## src/rtl/core/assert_macros.svh

```systemverilog
// Assertion macros shared by the looper RTL.
`ifndef ASSERT_MACROS_SVH
`define ASSERT_MACROS_SVH

// Implication checked at every rising edge outside reset.
`define CEL_ASSERT_IMP(lbl, clk, rst_n, ante, cons, msg) \
	lbl: assert property (@(posedge clk) disable iff (!(rst_n)) (ante) |-> (cons)) \
		else $error(msg);

// Invariant checked at every rising edge outside reset.
`define CEL_ASSERT_ALWAYS(lbl, clk, rst_n, cond, msg) \
	lbl: assert property (@(posedge clk) disable iff (!(rst_n)) (cond)) \
		else $error(msg);

`endif

```

## src/rtl/core/cel_pkg.sv

```systemverilog
// Types, constants and register codes of the control-change looper.
`default_nettype none

package cel_pkg;

	localparam int DEPTH_DEF        = 1024;
	localparam int MAX_PER_TICK_DEF = 16;
	localparam int TIME_BITS_DEF    = 32;

	localparam int CFG_IDX_W  = 3;
	localparam int CFG_DATA_W = 8;

	// Width of the message fields kept with each stored event.
	localparam int PAYLOAD_W = 19;

	localparam logic [CFG_IDX_W-1:0] CFG_CC_STATUS   = 3'd0;
	localparam logic [CFG_IDX_W-1:0] CFG_KEY_STOP    = 3'd1;
	localparam logic [CFG_IDX_W-1:0] CFG_KEY_PLAY    = 3'd2;
	localparam logic [CFG_IDX_W-1:0] CFG_KEY_RECORD  = 3'd3;
	localparam logic [CFG_IDX_W-1:0] CFG_KEY_FORWARD = 3'd4;
	localparam logic [CFG_IDX_W-1:0] CFG_KEY_REWIND  = 3'd5;
	localparam logic [CFG_IDX_W-1:0] CFG_LOOP_ENABLE = 3'd6;

	localparam logic [7:0] RST_CC_STATUS   = 8'd176;
	localparam logic [6:0] RST_KEY_STOP    = 7'd42;
	localparam logic [6:0] RST_KEY_PLAY    = 7'd41;
	localparam logic [6:0] RST_KEY_RECORD  = 7'd45;
	localparam logic [6:0] RST_KEY_FORWARD = 7'd44;
	localparam logic [6:0] RST_KEY_REWIND  = 7'd43;
	localparam logic       RST_LOOP_ENABLE = 1'b1;

	localparam logic OP_TICK = 1'b0;
	localparam logic OP_MIDI = 1'b1;

	typedef enum logic [1:0] {
		MODE_IDLE = 2'd0,
		MODE_REC  = 2'd1,
		MODE_PLAY = 2'd2
	} mode_t;

	typedef enum logic [1:0] {
		ST_IDLE = 2'd0,
		ST_SCAN = 2'd1,
		ST_CHK  = 2'd2,
		ST_END  = 2'd3
	} ctrl_state_t;

	typedef struct packed {
		logic tick;       // tick transaction accepted
		logic msg;        // message transaction accepted
		logic rd;         // read the store at the play position
		logic take;       // move the read event into the hold register
		logic push;       // move the hold register into the output register
		logic push_last;  // the pushed event closes this tick
		logic end_chk;    // end-of-store handling
	} ctrl_cmd_t;

	typedef struct packed {
		logic playing;
		logic can_cont;
		logic due;
		logic hold_valid;
		logic out_free;
	} dp_sts_t;

endpackage

`default_nettype wire

```

## src/rtl/core/cel_ctrl.sv

```systemverilog
// Controller state machine: transaction acceptance and playback scan sequencing.
`default_nettype none
`include "assert_macros.svh"

module cel_ctrl (
	input  wire logic              clk,
	input  wire logic              arst_n,
	input  wire logic              in_valid,
	input  wire logic              in_op,
	output      logic              in_ready,
	input  wire cel_pkg::dp_sts_t  sts,
	output      cel_pkg::ctrl_cmd_t cmd
);

	import cel_pkg::*;

	ctrl_state_t st_q;
	ctrl_state_t st_d;
	logic        hold_blocked;

	// The held event can move on only when the output register has room.
	assign hold_blocked = sts.hold_valid && !sts.out_free;

	always_ff @(posedge clk or negedge arst_n) begin
		if (!arst_n) begin
			st_q <= ST_IDLE;
		end else begin
			st_q <= st_d;
		end
	end

	always_comb begin
		st_d = st_q;
		unique case (st_q)
			ST_IDLE: begin
				if (in_valid && (in_op == OP_TICK) && sts.playing) begin
					st_d = ST_SCAN;
				end
			end
			ST_SCAN: begin
				st_d = sts.can_cont ? ST_CHK : ST_END;
			end
			ST_CHK: begin
				if (!sts.due) begin
					st_d = ST_END;
				end else if (!hold_blocked) begin
					st_d = ST_SCAN;
				end
			end
			ST_END: begin
				if (!hold_blocked) begin
					st_d = ST_IDLE;
				end
			end
			default: st_d = ST_IDLE;
		endcase
	end

	always_comb begin
		cmd      = '0;
		in_ready = 1'b0;
		unique case (st_q)
			ST_IDLE: begin
				in_ready = 1'b1;
				cmd.tick = in_valid && (in_op == OP_TICK);
				cmd.msg  = in_valid && (in_op == OP_MIDI);
			end
			ST_SCAN: begin
				cmd.rd = sts.can_cont;
			end
			ST_CHK: begin
				if (sts.due && !hold_blocked) begin
					cmd.take = 1'b1;
					cmd.push = sts.hold_valid;
				end
			end
			ST_END: begin
				if (!hold_blocked) begin
					cmd.push      = sts.hold_valid;
					cmd.push_last = 1'b1;
					cmd.end_chk   = 1'b1;
				end
			end
			default: begin
				cmd      = '0;
				in_ready = 1'b0;
			end
		endcase
	end

	`CEL_ASSERT_IMP(a_idle_no_hold, clk, arst_n, st_q == ST_IDLE, !sts.hold_valid, "held event left behind at end of tick")

endmodule

`default_nettype wire

```

## config.mk

```make
export PLATFORM = sky130hd
export DESIGN_NAME = cel_ctrl
export DESIGN_NICKNAME = d
export VERILOG_FILES = /design/src/rtl/core/cel_pkg.sv /design/src/rtl/core/cel_ctrl.sv
export VERILOG_INCLUDE_DIRS = /design/src /design/src/rtl/core
export SDC_FILE = /design/constraint.sdc
export NUM_CORES = 1
export LEC_CHECK = 0
export BUFFER_PORTS_ARGS = -buffer_cell sky130_fd_sc_hd__buf_2
export CAP_MARGIN = 15
export CORE_AREA = 8 8 45 47
export DETAILED_ROUTE_END_ITERATION = 7
export DIE_AREA = 0 0 53 55
export PLACE_DENSITY = 0.45
export SLEW_MARGIN = 5
export SYNTH_ARGS = -nofsm -noshare
export SYNTH_HDL_FRONTEND = slang
export SYNTH_SLANG_ARGS = --single-unit
```

## constraint.sdc

```tcl
create_clock -name clk -period 1.2 [get_ports clk]
set_input_delay 0.18 -clock clk [delete_from_list [all_inputs] [get_ports clk]]
set_output_delay 0.18 -clock clk [all_outputs]
set_load 0.05 [all_outputs]
```

==> results_dict.tcl <==
set metrics [dict create \
    numCtsBuffers 3 \
    fin_area_um2 434.2 \
    first_iter_violations 0 \
    vias 257 \
    avgViaCountPerCell 4.283 \
    ys_seq_area_share_pct 24.84 \
    totalWireLength_um 751 \
    synth_area_leaders "dfrtp_1 25%, mux2_4 7.5%, and4bb_1 6.2%" \
    fin_skew_ns 0.004420 \
    drive_above_1_share_pct 84.09 \
    total_power_w 0.001080 \
    clk_latency_ns 0.22 \
    r2r_start "st_q[0]$_DFFE_PN0P_" \
    critPathRequiredTime_ns 1.02 \
    rsz0062_at_grt "true" \
    clock_path_buffers 2 \
    syn_avg_cell_area_um2 10.07 \
    rows 14 \
    arrival_ns 1.15 \
    yosysTopAreaCellShare_pct 24.84 \
    grt_pass1_vias 297 \
    cp_max_fo 6 \
    grtUsageTotal_pct 6.332 \
    crit_path_end_kind "primary output" \
    worst_slack_ns -0.1262 \
    antenna_found_initial 0 \
    die_x_um 53 \
    synth_top_cell_by_area "dfrtp_1" \
    crit_type "reg -> out" \
    run_status "finished with violations" \
    ys_types 18 \
    utilization_pct 31.37 \
    hpwl_um 550.5 \
    reg2regPathDepth 4 \
    synthCells 20 \
    io_pins 17 \
    top_register "st_q" \
    maxSlewViolCount 0 \
    worst_pin_slew_ns 0.2487 \
    dr.pass1.iters 1 \
    drv_cap 0 \
    final_nets 55 \
    start_kind "flop" \
    violations "setup timing" \
    slew_headroom_pct 83.53 \
    synth_fp_nets 29 \
    grt.overflow.total 0 \
    hold_viol_final 0 \
    grt_first_pass_wirelength_um 1228 \
    start_util_pct 14.56 \
    synth-seq-cells 2 \
    r2r_end "st_q[0]$_DFFE_PN0P_" \
    antenna_left 0 \
    core_um2 1384 \
    avgRoutedWirePerCell_um 12.52 \
    setup_viol 9 \
    ir_drop_mv 0.9232 \
    cts-root-buf "clkbuf_4" \
    fin_crit_ns 1.326 \
    diodes 0 \
    reg_top3 "st_q (2)" \
    grt_max_degree 7 \
    synth-edff-count 0 \
    rrSetupSlack_ns -0.06 \
    synth_warnings 0 \
    fin_worst_hold_slack_ns 0.2864 \
    synth_area_um2 201.4 \
    place_ws_ns -0.02691 \
    synthFlopType "dfrtp_1" \
    ys_async_sr_fraction_pct 100.0 \
    largest_reg_flops 2 \
    ctsHtreeMaxLevel 1 \
    dieArea_um2 2915 \
    route.detailed.drc 0 \
    port-buffer-count 16 \
    hp-class "in -> async" \
    p_per_area_nw_per_um2 2487 \
    power.leakage_nw 0.2132 \
    area_growth_pct 115.5 \
    ys_top_cells_by_count "2 x dfrtp_1, 2 x nor2_1" \
    gp_congestion 0.6526 \
    post-route-period-util_pct 110.5 \
    cts_tree "yes" \
    die_h_um 55 \
    clkTransAtPathRegs_ns 0.03 \
    cts.sinks 2 \
    fmax_ghz 0.7540 \
    place_area_um2 329.1 \
]
[repair_timing]
item	4_1_cts	5_1_grt
hold endpoints to repair	2	0
buffers inserted	1	1
setup endpoints to repair	9	9
hold buffers	1	0
resized for setup	21	0
pin swaps	3	3
[metal layers]
layer	vias up	track usage, %	wire [um]
met2	17	8.203	288
met1	113	5.606	290
li1	125	-	-
met4	0	6.466	12
met5	-	0	0
met3	2	5.882	159
[placed cells by master (no fill, tap or decap)]
cell type,n
clkbuf_4,3
nand3b_1,1
buf_2,10
o21ai_0,1
nor2_4,2
buf_8,2
buf_4,5
and4bb_1,1
and3_4,1
mux2i_1,1
and3b_2,1
mux2_2,1
or2b_2,1
a21oi_1,1
nand2_2,1
and4b_2,1
o2111a_1,1
buf_6,5
mux2_4,1
dfrtp_2,2
dlygate4sd3_1,1
and3_2,1
[kinds of logic (layout without fill, tap and decap cells)]
logic type	count (synthesis)	count (layout)	share of synthesized area, %
buffers and inverters	2	26	9.318
muxes	3	3	18.01
DFF	2	2	24.85
and+or+nand+nor	10	10	37.27
AOI/OAI and AO/OA	3	3	10.55
[metrics by stage]
step | cells | setup TNS [ns]
after floorplan | 20 | -0.3923
after global placement | 54 | -0.04651
after detailed placement | 54 | -0.1017
after CTS | 59 | -0.6980
after global routing | 60 | -1.079
final | 60 | -0.6349
[where the power goes]
| group | leakage (nW) | internal, W | switching, W | total [W] |
|---|---|---|---|---|
| Combinational | 0.178 | 0.000330 | 0.000422 | 0.000751 |
| Clock | 0.0138 | 0.000110 | 0.0000365 | 0.000147 |
| Sequential | 0.0217 | 0.000110 | 0.0000715 | 0.000182 |
[how the worst max path moves through the flow]
stage,start,end,slack [ns]
6_report,st_q[1]$_DFFE_PN0P_,cmd[5],-0.13
5_1_grt,st_q[1]$_DFFE_PN0P_,cmd[5],-0.18
4_1_cts,st_q[0]$_DFFE_PN0P_,cmd[5],-0.12
3_5_place_dp,st_q[0]$_DFFE_PN0P_,cmd[3],-0.03
3_3_place_gp,st_q[0]$_DFFE_PN0P_,cmd[3],-0.02
2_1_floorplan,st_q[1]$_DFFE_PN0P_,cmd[6],-0.17
[critical path, stage by stage (launching register included)]
cell and delay (ns):
dfrtp_2 0.44, nor2_4 0.14, and3_4 0.20, buf_8 0.14
[layout make-up]
class	count	area, um^2
multi-input cells	16	155.1
well taps	16	20.02
repair buffers	23	183.9
flip-flops and latches	2	52.55
clock buffers	3	22.52
fillers	142	949.7
(Power assumes the default switching activity.)
